[src/rtl/thumb_shift_logic_unit_macros.svh]
// Assertion macros for the thumb shift and logic unit.
// Define ASSERT_OFF to drop every assertion; no other dependencies.
`ifndef THUMB_SHIFT_LOGIC_UNIT_MACROS_SVH
`define THUMB_SHIFT_LOGIC_UNIT_MACROS_SVH

`ifndef ASSERT_OFF
// antecedent in this cycle implies consequent in the same cycle
`define TSLU_ASSERT_SAME(label, clk, rst_n, ante, cons) \
	label: assert property (@(posedge clk) disable iff (!rst_n) (ante) |-> (cons)) \
		else $error("tslu assertion failed");
// antecedent in this cycle implies consequent in the next cycle
`define TSLU_ASSERT_NEXT(label, clk, rst_n, ante, cons) \
	label: assert property (@(posedge clk) disable iff (!rst_n) (ante) |=> (cons)) \
		else $error("tslu assertion failed");
`else
`define TSLU_ASSERT_SAME(label, clk, rst_n, ante, cons)
`define TSLU_ASSERT_NEXT(label, clk, rst_n, ante, cons)
`endif

`endif

[src/rtl/tslu_pkg.sv]
// Shared types and constants for the thumb shift and logic unit.
// No dependencies; imported by every stage and the top level.
package tslu_pkg;

	localparam int WORD_W  = 32;
	localparam int FUNC_W  = 4;
	localparam int AMT_W   = 8;
	localparam int SHAMT_W = 5;

	typedef enum logic [FUNC_W-1:0] {
		OP_LSL   = 4'd0,
		OP_LSR   = 4'd1,
		OP_ASR   = 4'd2,
		OP_ROR   = 4'd3,
		OP_BIC   = 4'd4,
		OP_MVN   = 4'd5,
		OP_RSB   = 4'd6,
		OP_REV   = 4'd7,
		OP_REV16 = 4'd8,
		OP_REVSH = 4'd9,
		OP_NOP   = 4'd10
	} func_t;

	// decoded request after stage 1
	typedef struct packed {
		func_t              op;
		logic [WORD_W-1:0]  a;
		logic [WORD_W-1:0]  b;
		logic               c;
		logic               amt_zero;
		logic               amt_lt32;
		logic               amt_eq32;
		logic [SHAMT_W-1:0] k;
	} dec_t;

	// executed request after stage 2
	typedef struct packed {
		logic [WORD_W-1:0] res;
		logic              c;
	} exe_t;

endpackage

[src/rtl/thumb_shift_logic_unit.sv]
// Thumb shift and logic unit: three register stages (decode, execute, flags).
// Accepts one request per cycle while out_ready does not stall the output.
// Each stage advances when its downstream slot is empty or being drained.
// arst_n asynchronously clears all stage valid bits; payload is not reset.
// Depends on tslu_pkg, tslu_decode, tslu_exec, tslu_flags and the macro header.
`include "thumb_shift_logic_unit_macros.svh"
module thumb_shift_logic_unit import tslu_pkg::*; (
	input  logic              clk,
	input  logic              arst_n,
	input  logic              in_valid,
	output logic              in_ready,
	input  logic [FUNC_W-1:0] func,
	input  logic [WORD_W-1:0] operand_a,
	input  logic [WORD_W-1:0] operand_b,
	input  logic              carry_in,
	output logic              out_valid,
	input  logic              out_ready,
	output logic [WORD_W-1:0] result,
	output logic              flag_n,
	output logic              flag_z,
	output logic              flag_c
);

	logic v1;
	logic r1;
	logic v2;
	logic r2;
	dec_t dec;
	exe_t exe;

	tslu_decode u_decode (
		.clk       (clk),
		.arst_n    (arst_n),
		.in_valid  (in_valid),
		.in_ready  (in_ready),
		.func      (func),
		.operand_a (operand_a),
		.operand_b (operand_b),
		.carry_in  (carry_in),
		.out_valid (v1),
		.out_ready (r1),
		.out_dec   (dec)
	);

	tslu_exec u_exec (
		.clk       (clk),
		.arst_n    (arst_n),
		.in_valid  (v1),
		.in_ready  (r1),
		.in_dec    (dec),
		.out_valid (v2),
		.out_ready (r2),
		.out_exe   (exe)
	);

	tslu_flags u_flags (
		.clk       (clk),
		.arst_n    (arst_n),
		.in_valid  (v2),
		.in_ready  (r2),
		.in_exe    (exe),
		.out_valid (out_valid),
		.out_ready (out_ready),
		.result    (result),
		.flag_n    (flag_n),
		.flag_z    (flag_z),
		.flag_c    (flag_c)
	);

	`TSLU_ASSERT_SAME(a_flag_n, clk, arst_n, out_valid, flag_n == result[WORD_W-1])
	`TSLU_ASSERT_SAME(a_flag_z, clk, arst_n, out_valid, flag_z == (result == '0))
	`TSLU_ASSERT_NEXT(a_accept_fills_s1, clk, arst_n, in_valid && in_ready, v1)
	`TSLU_ASSERT_NEXT(a_s2_holds, clk, arst_n, v2 && !r2, v2 && $stable(exe))

endmodule

[src/rtl/tslu_decode.sv]
// Stage 1: capture the request and classify the shift amount.
// Depends on tslu_pkg.
module tslu_decode import tslu_pkg::*; (
	input  logic                  clk,
	input  logic                  arst_n,
	input  logic                  in_valid,
	output logic                  in_ready,
	input  logic [FUNC_W-1:0]     func,
	input  logic [WORD_W-1:0]     operand_a,
	input  logic [WORD_W-1:0]     operand_b,
	input  logic                  carry_in,
	output logic                  out_valid,
	input  logic                  out_ready,
	output dec_t                  out_dec
);

	logic             valid_s1;
	dec_t             dec_s1;
	logic [AMT_W-1:0] amt;

	assign amt      = operand_b[AMT_W-1:0];
	assign in_ready = !valid_s1 || out_ready;

	always_ff @(posedge clk or negedge arst_n) begin
		if (!arst_n) begin
			valid_s1 <= 1'b0;
		end else if (in_ready) begin
			valid_s1 <= in_valid;
		end
	end

	always_ff @(posedge clk) begin
		if (in_ready && in_valid) begin
			dec_s1.op       <= func_t'(func);
			dec_s1.a        <= operand_a;
			dec_s1.b        <= operand_b;
			dec_s1.c        <= carry_in;
			dec_s1.amt_zero <= (amt == '0);
			dec_s1.amt_lt32 <= (amt[AMT_W-1:SHAMT_W] == '0);
			dec_s1.amt_eq32 <= (amt == AMT_W'(WORD_W));
			dec_s1.k        <= amt[SHAMT_W-1:0];
		end
	end

	assign out_valid = valid_s1;
	assign out_dec   = dec_s1;

endmodule

[src/rtl/tslu_exec.sv]
// Stage 2: barrel shifts, logic ops, negate and byte reversals with carry.
// Depends on tslu_pkg.
module tslu_exec import tslu_pkg::*; (
	input  logic clk,
	input  logic arst_n,
	input  logic in_valid,
	output logic in_ready,
	input  dec_t in_dec,
	output logic out_valid,
	input  logic out_ready,
	output exe_t out_exe
);

	logic                 valid_s2;
	exe_t                 exe_s2;
	exe_t                 exe_d;
	logic [WORD_W:0]      lsl_w;
	logic [WORD_W:0]      lsr_w;
	logic signed [WORD_W:0] asr_w;
	logic [2*WORD_W-1:0]  ror_w;
	logic [WORD_W-1:0]    a;
	logic [WORD_W-1:0]    b;

	assign a = in_dec.a;
	assign b = in_dec.b;

	// the extra bit catches the last bit shifted out
	assign lsl_w = {1'b0, a} << in_dec.k;
	assign lsr_w = {a, 1'b0} >> in_dec.k;
	assign asr_w = $signed({a, 1'b0}) >>> in_dec.k;
	assign ror_w = {a, a} >> in_dec.k;

	always_comb begin
		exe_d.res = a;
		exe_d.c   = in_dec.c;
		unique case (in_dec.op)
			OP_LSL: begin
				if (in_dec.amt_zero) begin
					exe_d.res = a;
				end else if (in_dec.amt_lt32) begin
					exe_d.res = lsl_w[WORD_W-1:0];
					exe_d.c   = lsl_w[WORD_W];
				end else begin
					exe_d.res = '0;
					exe_d.c   = in_dec.amt_eq32 & a[0];
				end
			end
			OP_LSR: begin
				if (in_dec.amt_zero) begin
					exe_d.res = a;
				end else if (in_dec.amt_lt32) begin
					exe_d.res = lsr_w[WORD_W:1];
					exe_d.c   = lsr_w[0];
				end else begin
					exe_d.res = '0;
					exe_d.c   = in_dec.amt_eq32 & a[WORD_W-1];
				end
			end
			OP_ASR: begin
				if (in_dec.amt_zero) begin
					exe_d.res = a;
				end else if (in_dec.amt_lt32) begin
					exe_d.res = asr_w[WORD_W:1];
					exe_d.c   = asr_w[0];
				end else begin
					exe_d.res = {WORD_W{a[WORD_W-1]}};
					exe_d.c   = a[WORD_W-1];
				end
			end
			OP_ROR: begin
				exe_d.res = ror_w[WORD_W-1:0];
				if (!in_dec.amt_zero) begin
					exe_d.c = ror_w[WORD_W-1];
				end
			end
			OP_BIC: exe_d.res = a & ~b;
			OP_MVN: exe_d.res = ~b;
			OP_RSB: begin
				exe_d.res = '0 - b;
				exe_d.c   = (b == '0);
			end
			OP_REV:   exe_d.res = {b[7:0], b[15:8], b[23:16], b[31:24]};
			OP_REV16: exe_d.res = {b[23:16], b[31:24], b[7:0], b[15:8]};
			OP_REVSH: exe_d.res = {{16{b[7]}}, b[7:0], b[15:8]};
			default:  exe_d.res = a;
		endcase
	end

	assign in_ready = !valid_s2 || out_ready;

	always_ff @(posedge clk or negedge arst_n) begin
		if (!arst_n) begin
			valid_s2 <= 1'b0;
		end else if (in_ready) begin
			valid_s2 <= in_valid;
		end
	end

	always_ff @(posedge clk) begin
		if (in_ready && in_valid) begin
			exe_s2 <= exe_d;
		end
	end

	assign out_valid = valid_s2;
	assign out_exe   = exe_s2;

endmodule

[src/rtl/tslu_flags.sv]
// Stage 3: derive N and Z and hold the result in the output register.
// Depends on tslu_pkg.
module tslu_flags import tslu_pkg::*; (
	input  logic              clk,
	input  logic              arst_n,
	input  logic              in_valid,
	output logic              in_ready,
	input  exe_t              in_exe,
	output logic              out_valid,
	input  logic              out_ready,
	output logic [WORD_W-1:0] result,
	output logic              flag_n,
	output logic              flag_z,
	output logic              flag_c
);

	logic              valid_s3;
	logic [WORD_W-1:0] result_s3;
	logic              n_s3;
	logic              z_s3;
	logic              c_s3;

	assign in_ready = !valid_s3 || out_ready;

	always_ff @(posedge clk or negedge arst_n) begin
		if (!arst_n) begin
			valid_s3 <= 1'b0;
		end else if (in_ready) begin
			valid_s3 <= in_valid;
		end
	end

	always_ff @(posedge clk) begin
		if (in_ready && in_valid) begin
			result_s3 <= in_exe.res;
			n_s3      <= in_exe.res[WORD_W-1];
			z_s3      <= (in_exe.res == '0);
			c_s3      <= in_exe.c;
		end
	end

	assign out_valid = valid_s3;
	assign result    = result_s3;
	assign flag_n    = n_s3;
	assign flag_z    = z_s3;
	assign flag_c    = c_s3;

endmodule
[config.mk]
export PLATFORM = sky130hd
export DESIGN_NAME = thumb_shift_logic_unit
export DESIGN_NICKNAME = d
export VERILOG_FILES = /design/src/rtl/tslu_pkg.sv /design/src/rtl/thumb_shift_logic_unit.sv /design/src/rtl/tslu_decode.sv /design/src/rtl/tslu_exec.sv /design/src/rtl/tslu_flags.sv
export VERILOG_INCLUDE_DIRS = /design/src /design/src/rtl
export SDC_FILE = /design/constraint.sdc
export NUM_CORES = 1
export LEC_CHECK = 0
export BUFFER_PORTS_ARGS = -buffer_cell sky130_fd_sc_hd__buf_2
export CAP_MARGIN = 20
export CELL_PAD_IN_SITES_DETAIL_PLACEMENT = 1
export CELL_PAD_IN_SITES_GLOBAL_PLACEMENT = 1
export CORE_MARGIN = 1.5
export CORE_UTILIZATION = 35
export CTS_CLUSTER_DIAMETER = 50
export DETAILED_ROUTE_END_ITERATION = 7
export MAX_ROUTING_LAYER = met4
export PLACE_DENSITY_LB_ADDON = 0.1
export SLEW_MARGIN = 15
export SYNTH_ARGS = -nofsm -noshare
export SYNTH_HDL_FRONTEND = slang
export SYNTH_SLANG_ARGS = --single-unit
export TNS_END_PERCENT = 30
[constraint.sdc]
create_clock -name clk -period 5.3 [get_ports clk]
set_input_delay 0.265 -clock clk [delete_from_list [all_inputs] [get_ports clk]]
set_output_delay 0.265 -clock clk [all_outputs]
set_load 0.05 [all_outputs]
Yosys cells after proc, flatten, opt, wreduce, memory -nomap -nowiden
Index checks and enable logic that the tools add are counted.
{"block": "word_totals", "inputBits": 73, "out_inout_bits": 37, "elab_cells": 62, "reg_bits": 148}
{"block": "op_classes", "eq_ne": 10, "reduce_logical": 14, "shifts": 4, "bitwise": 4, "n_mux": 12, "n_addsub": 1}
{"cell": "case mux 32 bit (10 select lines)", "count": 1}
{"cell": "two-way mux 33 bit", "count": 3}
{"cell": "two-way mux 32 bit", "count": 3}
{"cell": "zero test 32 bit", "count": 2}
{"cell": "right shift 64 x 5 -> 32 bit", "count": 1}
{"cell": "<< shifter 32 x 5 -> 33 bit", "count": 1}
{"cell": "right shift 33 x 5 -> 33 bit", "count": 1}
{"cell": ">>> shifter 33 x 5 -> 33 bit", "count": 1}
{"cell": "AND 32 bit", "count": 1}
{"cell": "NOT 32 bit", "count": 1}
{"cell": "subtractor 1 x 32 -> 32 bit (first input constant)", "count": 1}
{"cell": "equality test 4 x 3 -> 1 bit (second input constant)", "count": 4}
{"cell": "equality test 4 x 2 -> 1 bit (second input constant)", "count": 2}
{"cell": "equality test 4 bit (second input constant)", "count": 2}
{"cell": "equality test 8 x 6 -> 1 bit (second input constant)", "count": 1}
{"cell": "zero test 8 bit", "count": 1}
{"cell": "case mux 1 bit (5 select lines)", "count": 1}
{"cell": "equality test 4 x 1 -> 1 bit (second input constant)", "count": 1}
{"cell": "zero test 4 bit", "count": 1}
{"cell": "two-way mux 1 bit", "count": 4}
{"cell": "logical AND 1 bit", "count": 3}
{"cell": "zero test 1 bit", "count": 3}
{"cell": "zero test 3 bit", "count": 1}
{"cell": "logical OR 1 bit", "count": 3}
{"cell": "AND 1 bit", "count": 2}

Depth between registers and ports, before layout
Gate-level depths: netlist of run 1.
{"block": "depth", "ltp_word": 5, "ltp_mapped": 15, "mapped_depth_nobuf": 9}

Modules after synthesis
A second synthesis of run 1 with hierarchy kept.
{"block": "hier_totals", "cells_unflattened": 1431, "hier_area_um2": 13342.8}
{"module": "tslu_exec", "area_each_um2": 9912.0, "seq_area_each_um2": 1016.0, "n_inst": 1, "cells_each": 1294}
{"module": "tslu_decode", "area_each_um2": 2285.9, "seq_area_each_um2": 2187.1, "n_inst": 1, "cells_each": 87}
{"module": "tslu_flags", "area_each_um2": 1144.8, "seq_area_each_um2": 1046.0, "n_inst": 1, "cells_each": 50}

Worst setup path after synthesis of run 1
No wires, ideal clock.
{"block": "synth_timing", "kind": "reg-to-reg", "from": "register u_decode.dec_s1, in the netlist u_decode.out_dec[0]", "to": "register u_exec.exe_s2, in the netlist u_exec.out_exe[17] (data pin)", "stages_incl_launch_ff": 16, "setup_time_ns": 0.257, "period_less_slack_ns": 4.219, "n_path_buf": 6, "setup_slack_ns": 1.081, "arrival_time_ns": 3.962, "t_required_ns": 5.043, "path_cell_list": "edfxtp_1 > buf_6 > inv_1 > buf_1 > clkbuf_1 > clkbuf_1 > ha_1 > or3b_2 > clkbuf_1 > or3_1 > clkbuf_1 > or4_1 > a31oi_1 > nand3_1 > a21oi_1 > nor2_1"}
{"item": "from (decl)", "line": "tslu_decode.sv:18", "source": "dec_t dec_s1;"}
{"item": "to (signal assigned)", "line": "tslu_exec.sv:101", "source": "exe_s2 <= exe_d;"}
{"item": "to (decl)", "line": "tslu_exec.sv:15", "source": "exe_t exe_s2;"}

==> impl_summary.md, run 1 <==
Status
The flow ran to the end, and the final reports show no timing, DRC or antenna violations.

STA
The number of hold violations in the final report is 0. The final-report max-slew violation count is 0. Hold timing on the final database bottoms out at a slack of ~0.022 ns. Measured against its own limit, the worst slew margin works out to 21.5%. The share of the clock period used by the worst path is ~78%. Setup repair after global routing left no endpoint under its margin. Setup violations remaining at the end of the flow were counted as 0.

The clock arrives with between 0.01 and 0.015 ns of skew. The actual slew at the worst max-slew pin is ~1.2 ns. Counting I/O delays and the setup requirement, the final critical path takes a little over 4 ns. The maximum clock rate is between 200 and 250 MHz. The final setup TNS is 0 ns.

Floorplan
The total die area is about 0.036 mm2. Measured along the y axis, the die boundary spans roughly 190 um. For this configuration, the core starts out at a cell density of between 30% and 40%. The die extent in x is about 190 um. The floorplan row count is between 60 and 70.

The total core area is ~0.034 mm2. The number of placed I/O pins is 110.

Clocking
After clock tree synthesis, the clock-pin slew on the worst setup and hold paths is roughly 0.07 ns. The clock passes through at most 2 buffers. The clock sink total is ~140. The tree is rooted in a clkbuf_16. The TritonCTS clock tree is built. The clock reaches the later pin of the worst-skew pair after ~0.45 ns. The number of clock buffers added by TritonCTS is 17. The H-tree generated during clock tree synthesis spans 4 levels. The count of buffers added by post-CTS timing repair for setup is 0.

Global routing
The number of antenna violations at the first check in global routing is 0. Entering global routing, the biggest net connects 104 pins. For met2 alone, demand over resource in global routing was between 50% and 60%. The total routing usage reported by global routing is 38.0%. The first global-routing pass estimated slightly above 90 mm of wire.

The remaining global-route overflow is 0. The met1 capacity usage during global routing is about half. The met3 layer usage reported by global route is between 8 and 9%. The number of global-route vias before repair is ~12000. The layer with the highest usage is met2.

Critical path
The biggest fanout along the worst timing path is 18. The flop-to-flop setup slack is 1.18 ns. The signal on the critical path passes through buf_4 > buf_4 > mux4_2 > mux2_2 > mux2i_1 > a221oi_1 > nor3_1 > a21oi_1 > a2bb2oi_1. Measured in cells, the most critical reg-to-reg path has a length of 9. The signal arrival time at the worst endpoint is 4.27 ns.

On the worst path, the slowest cell contributes a delay of approximately 0.64 ns. Counting stages on the worst path, the most repeated cell is buf_4. The slowest stage of the critical path belongs to the cell edfxtp_1. STA classifies the critical path endpoint as a register. The worst setup path is of the register to register kind.

The startpoint type of the worst setup path is a register. The data required time of the worst path is between 5 and 6 ns.

Yosys
The net count after synthesis is 1324. Dividing the synthesized area by the synthesized cell count gives between 9 and 10 um2. After synthesis, flip-flops and latches occupy a little over a third of the total area.

In this run the cell area of the synthesized design comes to ~0.012 mm2. The gate count of the mapped netlist is 1250. The prevailing post-synth register cell is edfxtp_1. The synthesized design contains ~140 register bits.

The number of distinct library cell variants in the gate-level netlist after synthesis is slightly below 80. In this run, synthesis inferred 139 flip-flops with an integrated enable. In the synthesized netlist the async set-or-reset flop fraction comes to under 10%. The number of warning messages in the yosys log is 0.

Layout
The area growth from synthesis to final layout is 18.6%. Cells with a size suffix above 1 make up a little under a quarter of the layout. The number of nets at the end of the flow is 1431.

The final instance area is between 0.01 and 0.015 mm2. The number of inserted filler cells in the final layout is approximately 3800. Cells fill 42.4% of the core in the end.

Hold path
Along the worst hold path, the cell count comes to 1. The class of the tightest hold or removal check is input port to register.

Power and ir drop
For this design the ratio of total power to cell area is between 200 and 300 mW/mm2. The overall power of the completed layout is approximately 4.0 mW. Summed over all cells, the static leakage comes to ~5.0 nW. The highest ir drop seen on vdd is about 240 uV.

Placed design
Routability-driven placement finished with a final weighted congestion of between 1 and 1.5. The detailed placement HPWL is 47.6 mm. Buffers placed on the I/O ports in this run total about 110. The instance area after placement is 0.0131 mm2.

Flow run
The tool flagged a number of max-cap violations equal to 0.

Drt
For this block, the via count after detailed routing is ~13000. The iteration count of the initial detailed-routing pass is 5. The number of design-rule violations left by the first detailed-router iteration is between 1500 and 2000. The number of antenna-violating nets in the routed design is 0. Using the TritonRoute via totals, the vias-per-cell ratio works out to roughly 6.9.

The routed wirelength normalized by instance count is 35.9 um. The total routed wirelength is 65.3 mm. After detailed routing, the number of remaining DRC violations is 0.
## cell families after synthesis
group | synth area share (%)
fa+ha+maj | 0.104
simple gates | 15.2
flops | 35.2
xor+xnor | 0.798
compound gates | 22.3
buf+inv | 5.24
mux | 21.2
## power by group
part	switching [mW]	internal (mW)	total, mW
combinational	0.807	0.431	1.24
clock	0.554	0.670	1.22
sequential	0.180	1.38	1.56
## final cells by class
| type | count | area, um2 | share of cell area (%) |
|---|---|---|---|
| Antenna cell | 1 | 2.50 | 0.0175 |
| Clock buffer | 17 | 425 | 2.97 |
| Clock inverter | 15 | 171 | 1.20 |
| Inverter | 17 | 63.8 | 0.445 |
| Multi-Input combinational cell | 952 | 7250 | 50.6 |
| Sequential cell | 142 | 4250 | 29.7 |
| Tap cell | 448 | 561 | 3.91 |
| Timing Repair Buffer | 227 | 1600 | 11.2 |
## cell usage after synthesis, types with 7 or more instances
master     number  area share (%)
nand3_1        20            0.83
o22a_1          8            0.58
a2bb2oi_1      11            0.80
a21oi_1        97             4.0
nor2b_1        13            0.67
mux2_2         54             5.0
o221ai_1       15             1.1
buf_1           9            0.28
nor2_1        103             3.2
a22oi_1         7            0.44
nor4_1         20             1.0
clkbuf_1      105             3.3
o211ai_1       10            0.62
a221oi_1       22             1.6
mux4_2         56              10
o31ai_1        11            0.68
or3_1           9            0.47
buf_2          20            0.83
nand2_1        81             2.5
or4_1          10            0.62
and2_1         15            0.78
nand2b_1       18            0.93
a211oi_1       28             1.7
mux2i_1        69             5.7
edfxtp_1      139              35
a2111oi_0       7            0.51
o21ai_0        62             2.6
o21a_1         18             1.1
nor3_1         41             1.7
inv_1          16            0.50
nand4_1         7            0.36
o22ai_1        26             1.3
a31oi_1        11            0.57
## registers in the layout, indices dropped and copies added, names as in the netlist
register,cells
u_decode.out_dec,72
u_exec.out_exe,33
u_flags.result,31
u_decode.out_valid,1
u_exec.out_valid,1
u_flags.flag_c,1
u_flags.flag_n,1
u_flags.flag_z,1
u_flags.out_valid,1
## per-stage QoR
step                std cells  setup WS, ns
global placement         1720          1.37
global route             1818          1.09
floorplan                1250          1.08
finish                   1819          1.18
CTS                      1817          1.29
detailed placement       1720          1.36
## cell usage in the layout, fill, tap and decap left out, drive strengths merged, types with 18 or more instances in the layout
master	count
mux2i	69
o21ai	62
nand2	81
mux4	56
buf	161
inv	25
nand2b	18
nor2	103
nand3	20
nor3	41
clkbuf	18
mux2	54
o22ai	26
a221oi	22
nor4	20
a21oi	97
edfxtp	139
dlygate4sd3	65
a211oi	29
o21a	18
## layer usage
layer  share of wire, %  wire, um
met1                 41     27100
met2                 44     28600
met5                  0         0
met4                5.3      3480
met3                9.4      6140
## worst paths after layout
kind                                       end                start
setup / recovery            u_exec.out_exe[14]  u_decode.out_dec[2]
hold / removal             u_decode.out_dec[0]         operand_b[0]
setup reg to reg            u_exec.out_exe[14]  u_decode.out_dec[2]
hold reg to reg                 u_flags.flag_c    u_exec.out_exe[0]
max in group asynchronous    u_flags.out_valid               arst_n
min in group asynchronous     u_exec.out_valid               arst_n
## timing repair
action,CTS,global route
gates resized for setup,0,0
hold buffers,65,0
endpoints found under the hold margin,67,0
## critical path, delay by kind of cell, from the launching register on
family                 cells  cell delay [ns]
AO/OA/AOI/OAI              3             0.63
buffers and inverters      2             0.67
flip-flops                 1             0.64
multiplexers               3             1.29
AND/OR/NAND/NOR            1             0.56
(Power assumes the default switching activity.)
==> run 2, diff against run 1 <==
- clock period: 5.3 -> 3.5 ns (I/O delays scaled with it)
==> run 2 against run 1 <==
  * The flow now finishes with violations (DRC)
  * Setup slack lost 1.1 ns
  * Sequential power grew 46%
  * Hold slack got worse by 0.0083 ns
  * Clock power grew 59%
  * Global-route usage is 0.71 points lower
  * Utilization is 3.6 points higher
  * Register-to-register slack worse by 1.1 ns
  * Clock skew fell by 0.0019 ns
  * Critical path type unchanged
  * Largest cell class unchanged
  * Largest power group unchanged
  * Highest routed layer unchanged
==> impl_summary.md, run 2 (synthesized netlist as in run 1, its figures left out) <==
Placed design
Input and output buffers added on the ports amount to about 110. The detailed placement HPWL is 49.5 mm. The routability congestion estimate from global placement is approximately 1.1.

Flow run
Across the run, the number of max-cap violations was 0.

Global routing
The maximum number of pins on one net before global-route repair is 73. The number of antenna violations at the first check in global routing was 0. The remaining global-route overflow is 0. The global-route wire length before repair is 92.2 mm. The number of global-route vias before repair came to between 10000 and 15000.

Global routing used between 30% and 40% of the available tracks across all layers.

Critical path
The flop-to-flop setup slack is roughly 0.043 ns. The number of buffers and inverters on the critical path is 3. The worst setup path is of the register to register kind.

The number of cell instances on the worst register-to-register path is 10. Along the worst path, the maximum fanout reaches 38. In this run the worst setup path begins at u_decode.out_dec[1].

The signal on the critical path passes through buf_12 > buf_12 > mux4_2 > nor2_1 > a2bb2oi_1 > o22ai_1 > nor4_2 > buf_4 > a21oi_1 > a2bb2oi_1. Data arrives at the worst endpoint at 3.65 ns. For the worst setup path, the data required time is 3.69 ns. The worst register-to-register path ends at u_exec.out_exe[29]. The worst setup path is captured at a register. In this run the critical register-to-register path is launched from u_decode.out_dec[1]. In this design, the largest share of critical-path delay is due to compound AO/OA/AOI/OAI gates. STA classifies the critical path startpoint as a register. The cell with the largest stage delay on the worst path is edfxtp_1. On the worst path, the slowest cell contributes a delay of about 0.47 ns.

STA
The smallest clock period supported by the final layout is computed as ~3.5 ns. The final-report max-slew violation count was 0. For the final database, setup skew stands at roughly 0.010 ns.

Timing would allow up to approximately 290 MHz. The worst pin sits at a relative slew slack of approximately 37%. The share of the clock period used by the worst path is 98.8%. The number of hold violations in the final report is 0. Setup violations remaining at the end of the flow were counted as 0.

Setup total negative slack on the finished layout was measured at 0 ns. Setup repair after global routing left no endpoint under its margin. For the pin with the worst max-slew slack, the measured transition is approximately 0.93 ns.

Drt
The routed layout has about 13000 vias. The total routed wirelength is ~64 mm. The number of design-rule violations left by the first detailed-router iteration is between 1500 and 2000.

The mean number of vias per cell is 6.59. The number of antenna-violating nets in the routed design is 0. The iteration count of the initial detailed-routing pass is 8. The routed wirelength normalized by instance count is between 30 and 40 um. For this run, design rule violations remaining after detail routing come to 4.

Layout
The number of flip-flops in the largest register is 72. For this run, the share of the core covered by cells in the final layout is a little under half. The library cell used most frequently in the layout, excluding fill and tap cells, is buf_4.

In the layout the commonest cells are buf_4 (168), edfxtp_1 (139), buf_2 (109), nor2_1 (103), a21oi_1 (97). The sequential cells in the finished layout cover a total of 0.00425 mm2. The area growth from synthesis to layout is 28.6%.

In the final design database the tool counted about 1600 nets. The layout cell share with drive strength beyond 1 is ~30%. Counting the fill cells in the layout gives 3768. The multi-input combinational cells in the finished layout cover a total of about 0.0073 mm2.

Floorplan
From bottom edge to top edge, the die measures about 190 um. The starting utilization of the core area is 35.7%. After floorplanning, the core was sized to cover 0.0338 mm2. During I/O placement, the number of pins put on the boundary was 110.

Row generation in the floorplan step produced 67 rows. The total die area is 0.0356 mm2. The die extent in x is 189 um.

Hold path
For hold timing, the worst endpoint is u_flags.out_valid. Along the worst hold path, the cell count comes to 3. The class of the tightest hold or removal check is input port to register. The worst hold path begins at out_ready.

Clocking
In this run, CTS created clock tree buffers numbering 17. The number of H-tree branching levels is 4. TritonCTS built the clock tree. The clock latency on the worst-skew pair is roughly 0.45 ns. The clock drives 142 sinks. Clock-pin slew was measured on the worst setup and hold paths at ~0.070 ns. The root buffer cell is clkbuf_16. The longest clock path from root to sink contains 2 buffers.

Status
The flow ran to the end, but the final reports show violations. The final reports fail on DRC.

Power and ir drop
The leakage dissipation is 5.75 nW. Overall power consumption after layout is estimated at roughly 6.3 mW. The worst-case IR drop observed on VDD is between 300 and 400 uV.

Power spread over the standard cell area amounts to just over 400 mW/mm2.
-- run 2: cell count changes in the layout (fill, tap and decap cells not counted), moves of 2 or more --
cell           before  now
clkinv_8            2    0
buf_4              51  168
bufinv_16           1    3
buf_12              1   13
dlygate4sd3_1      65   71
-- run 2: how the worst max path moves through the flow --
stage / slack [ns] / cells past startpoint / end
after floorplan: 0.01 / 15 / u_exec.out_exe[17]
after global placement: -0.13 / 10 / u_exec.out_exe[21]
after detailed placement: -0.17 / 10 / u_exec.out_exe[21]
after CTS: 0.06 / 10 / u_exec.out_exe[29]
after global routing: 0.009 / 10 / u_exec.out_exe[14]
final: 0.04 / 10 / u_exec.out_exe[29]
-- run 2: repair_timing --
action                     4_1_cts  5_1_grt
setup buffers                    0        0
setup endpoints to repair        1        5
resized for setup                1        3
hold buffers                    71        0
hold endpoints to repair        73        0
pin swaps                        0        0
-- run 2: where the power goes --
group	switching (mW)	internal (mW)
sequential	0.183	2.08
clock	0.792	1.15
combinational	1.34	0.798
total	2.32	4.03
-- run 2: area by class of cell --
cell class	instances	area share, %
multi-input cells	952	46.7
flip-flops and latches	142	27.3
repair buffers	361	17.9
well taps	448	3.61
clock buffers	17	2.74
clock inverters	15	1.29
inverters	17	0.411
diodes	1	0.0161
-- run 2: worst min-delay path: stages --
cell	delay, ns
buf_2	0.08
nand2b_1	0.11
nand2b_1	0.06
-- run 2: stage by stage --
| step | instances | setup slack [ns] | hold WS (ns) | instance area (um2) |
|---|---|---|---|---|
| 3_3_place_gp | 1849 | -0.126 | -0.0270 | 14200 |
| 3_5_place_dp | 1849 | -0.174 | -0.0224 | 14200 |
| 5_1_grt | 1952 | 0.00928 | 0.0276 | 15500 |
| 2_1_floorplan | 1250 | 0.0135 | -0.121 | 12100 |
| 6_report | 1953 | 0.0431 | 0.0136 | 15500 |
| 4_1_cts | 1952 | 0.0629 | 0.00109 | 15500 |
-- run 2: per-layer routing --
layer  global-route usage (%)  share of wire [%]  wire length, um
met1                     50.1                 42            27100
met2                     54.0                 43            28000
met3                     7.36                9.6             6200
met4                     17.1                4.8             3110
met5                        -                  0                0
==> run 3, diff against run 2 <==
- CELL_PAD_IN_SITES_DETAIL_PLACEMENT: 1 -> unset
- CELL_PAD_IN_SITES_GLOBAL_PLACEMENT: 1 -> unset
- PLACE_DENSITY_LB_ADDON: 0.1 -> unset
==> run 3 against run 2 <==
  * The flow finishes with violations (setup timing)
  * Global-route usage grew 1.4 points
  * Highest routed layer unchanged
  * Largest power group unchanged
  * Non-clock buffer count grew 27
  * Critical endpoint is now u_exec.out_exe[30]
  * Setup slack lost 0.061 ns
  * Fmax shrank 1.7%
==> impl_summary.md, run 3 (synthesized netlist as in run 1, its figures left out) <==
Critical path
The signal on the critical path passes through buf_12 > buf_4 > mux2i_1 > mux2_2 > a21oi_1 > mux2i_1 > buf_4 > a2111oi_1 > o32a_1 > buf_4. The data required time of the worst path is around 3.9 ns. The largest single stage delay on the critical path is about 0.95 ns. In this design, the largest share of critical-path delay is due to compound AO/OA/AOI/OAI gates. The type of the setup path with the least slack is register to register. The cell with the largest stage delay on the worst path is a2111oi_1.

Of all nets on the critical path, the largest fanout is 19. Together, buffers and inverters on the worst path number 4. The signal arrival time at the worst endpoint is 3.87 ns. The worst setup path is launched from a register. The nature of the critical path endpoint is a register. The most used cell along the critical path is buf_4.

Hold path
The class of the tightest hold or removal check is input port to async pin.

Clocking
The clock latency on the worst-skew pair is about 0.48 ns. CTS saw between 100 and 150 sinks. Counting the buffers created by CTS gives 17. CTS built an H-tree with a depth of 4. The TritonCTS clock tree is built. In this run the deepest clock path goes through 2 buffers. Clock-pin slew was measured on the worst setup and hold paths at roughly 0.080 ns.

The tree is rooted in a clkbuf_16.

Status
The run finished, with violations left. The final reports fail on setup timing.

Drt
The number of antenna-violating nets in the routed design is 0. The number of DRC violations after detailed routing is 0. The number of design-rule violations left by the first detailed-router iteration is between 2000 and 2500. The total routed wirelength is a little under 70 mm. The routed wirelength normalized by instance count is around 34 um. The via count of the routed design is 13400. The mean number of vias per cell is just under 7. The pre-antenna-repair detailed-routing pass consisted of 7 iterations.

Floorplan
The total core area is 0.0338 mm2. The total die area is approximately 0.036 mm2. The starting utilization of the core area is 35.7%. The die extent in x is approximately 190 um. The floorplan has 67 rows.

During I/O placement, the number of pins put on the boundary was 110. The height of the chip is about 190 um.

Power and ir drop
The highest ir drop seen on vdd is ~390 uV. The power density over the cells is ~410 mW/mm2. The overall power of the completed layout is 6.45 mW. In this run the static leakage power is 5.86 nW.

STA
The worst relative slew slack is 29.5%. On the final layout, the worst hold slack is around 0.027 ns. The maximum clock rate is 284 MHz.

The number of hold violations in the final report is 0. Setup violations remaining at the end of the flow were counted as 1. The smallest setup slack after layout is -0.0177 ns. The worst setup skew after layout is approximately 0.033 ns. The shortest clock period the worst path allows after layout is approximately 3.5 ns. The final-report max-slew violation count came to 0. Dividing the final minimum period by the clock period gives 101%. Setup repair after global routing left no endpoint under its margin. The final setup TNS is -0.0177 ns.

At the pin with the least slew margin, the transition time is approximately 1.1 ns.

Placed design
The congestion estimate from routability-driven global placement came to about 1.1. Including well taps, the total number of placed cells is around 1900. OpenSTA, run right after detailed placement, puts the worst setup slack at approximately 0.0019 ns. During placement, the flow inserted port buffers numbering ~110. The placed instances occupy a cell area of 0.0143 mm2. The HPWL after detailed placement is 50.0 mm.

Layout
The register with the most flip-flops in the layout has roughly 70 of them. Cells fill between 40% and 50% of the core in the end. The most common cell after layout, fill and taps aside is buf_4. Of the cells placed in the final design, the portion with a size suffix greater than 1 is roughly a third.

Once layout is complete, the cells apart from fillers number just under 2000. The final instance area is 0.0157 mm2. The number of nets at the end of the flow is 1592. The top cell types in the final layout, fill and taps aside, are buf_4 (193), edfxtp_1 (139), buf_2 (109), nor2_1 (103), a21oi_1 (97). The area growth from synthesis to final layout is 30.2%.

Global routing
For this run the aggregate overflow at the end of global routing stands at 0. The maximum number of pins on one net before global-route repair is 73. The total routing usage reported by global routing is between 30% and 40%. The first global-routing pass estimated roughly 94 mm of wire. The number of global-route vias before repair is approximately 12000.

The number of antenna violations at the first check in global routing is 1.

Flow run
The number of maximum-capacitance violations is 0.
[run 3: what timing repair did]
item                       CTS  global route
buffers inserted             0             2
setup endpoints to repair    1             2
hold endpoints to repair    75             0
resized for setup            1             4
cloned                       0             1
hold buffers                73             0
[run 3: worst reg2reg max path: cells and delay by family, from the launching register on]
family | cells | cell delay [ns]
AOI/OAI and AO/OA | 3 | 1.48
buffers and inverters | 4 | 0.88
muxes | 3 | 0.60
DFF | 1 | 0.45
[run 3: area by class of cell]
class	count	area [um2]
clock inverters	14	176
fillers	3232	18100
well taps	448	561
repair buffers	388	2980
flip-flops and latches	142	4250
clock buffers	18	439
inverters	17	63.8
diodes	2	5.00
multi-input cells	952	7250
[run 3: worst paths after layout]
check	to	startpoint	slack (ns)	depth (start not counted)
hold / removal	u_flags.out_valid	arst_n	0.03	2
min in group clk	u_decode.out_dec[54]	operand_a[13]	0.40	2
max in group asynchronous	u_exec.out_valid	arst_n	2.82	3
setup reg to reg	u_exec.out_exe[30]	u_decode.out_dec[1]	-0.02	10
setup / recovery	u_exec.out_exe[30]	u_decode.out_dec[1]	-0.02	10
hold reg to reg	u_flags.flag_c	u_exec.out_exe[0]	0.43	0
[run 3: metal layers]
layer,global-route usage [%],part of all wire [%],up-vias,wire (um)
met1,51.0,40,6577,26900
met3,8.05,11,208,7460
met2,55.1,43,1076,28700
li1,-,-,5496,-
met4,21.7,6.4,0,4310
met5,-,0,-,0
[run 3: power by group]
part,switching (mW),internal [mW],total [mW],leakage [nW]
registers,0.221,2.08,2.31,1.38
clock network,0.899,1.10,2.00,0.293
logic,1.33,0.821,2.15,4.19
total,2.45,4.00,6.45,5.86
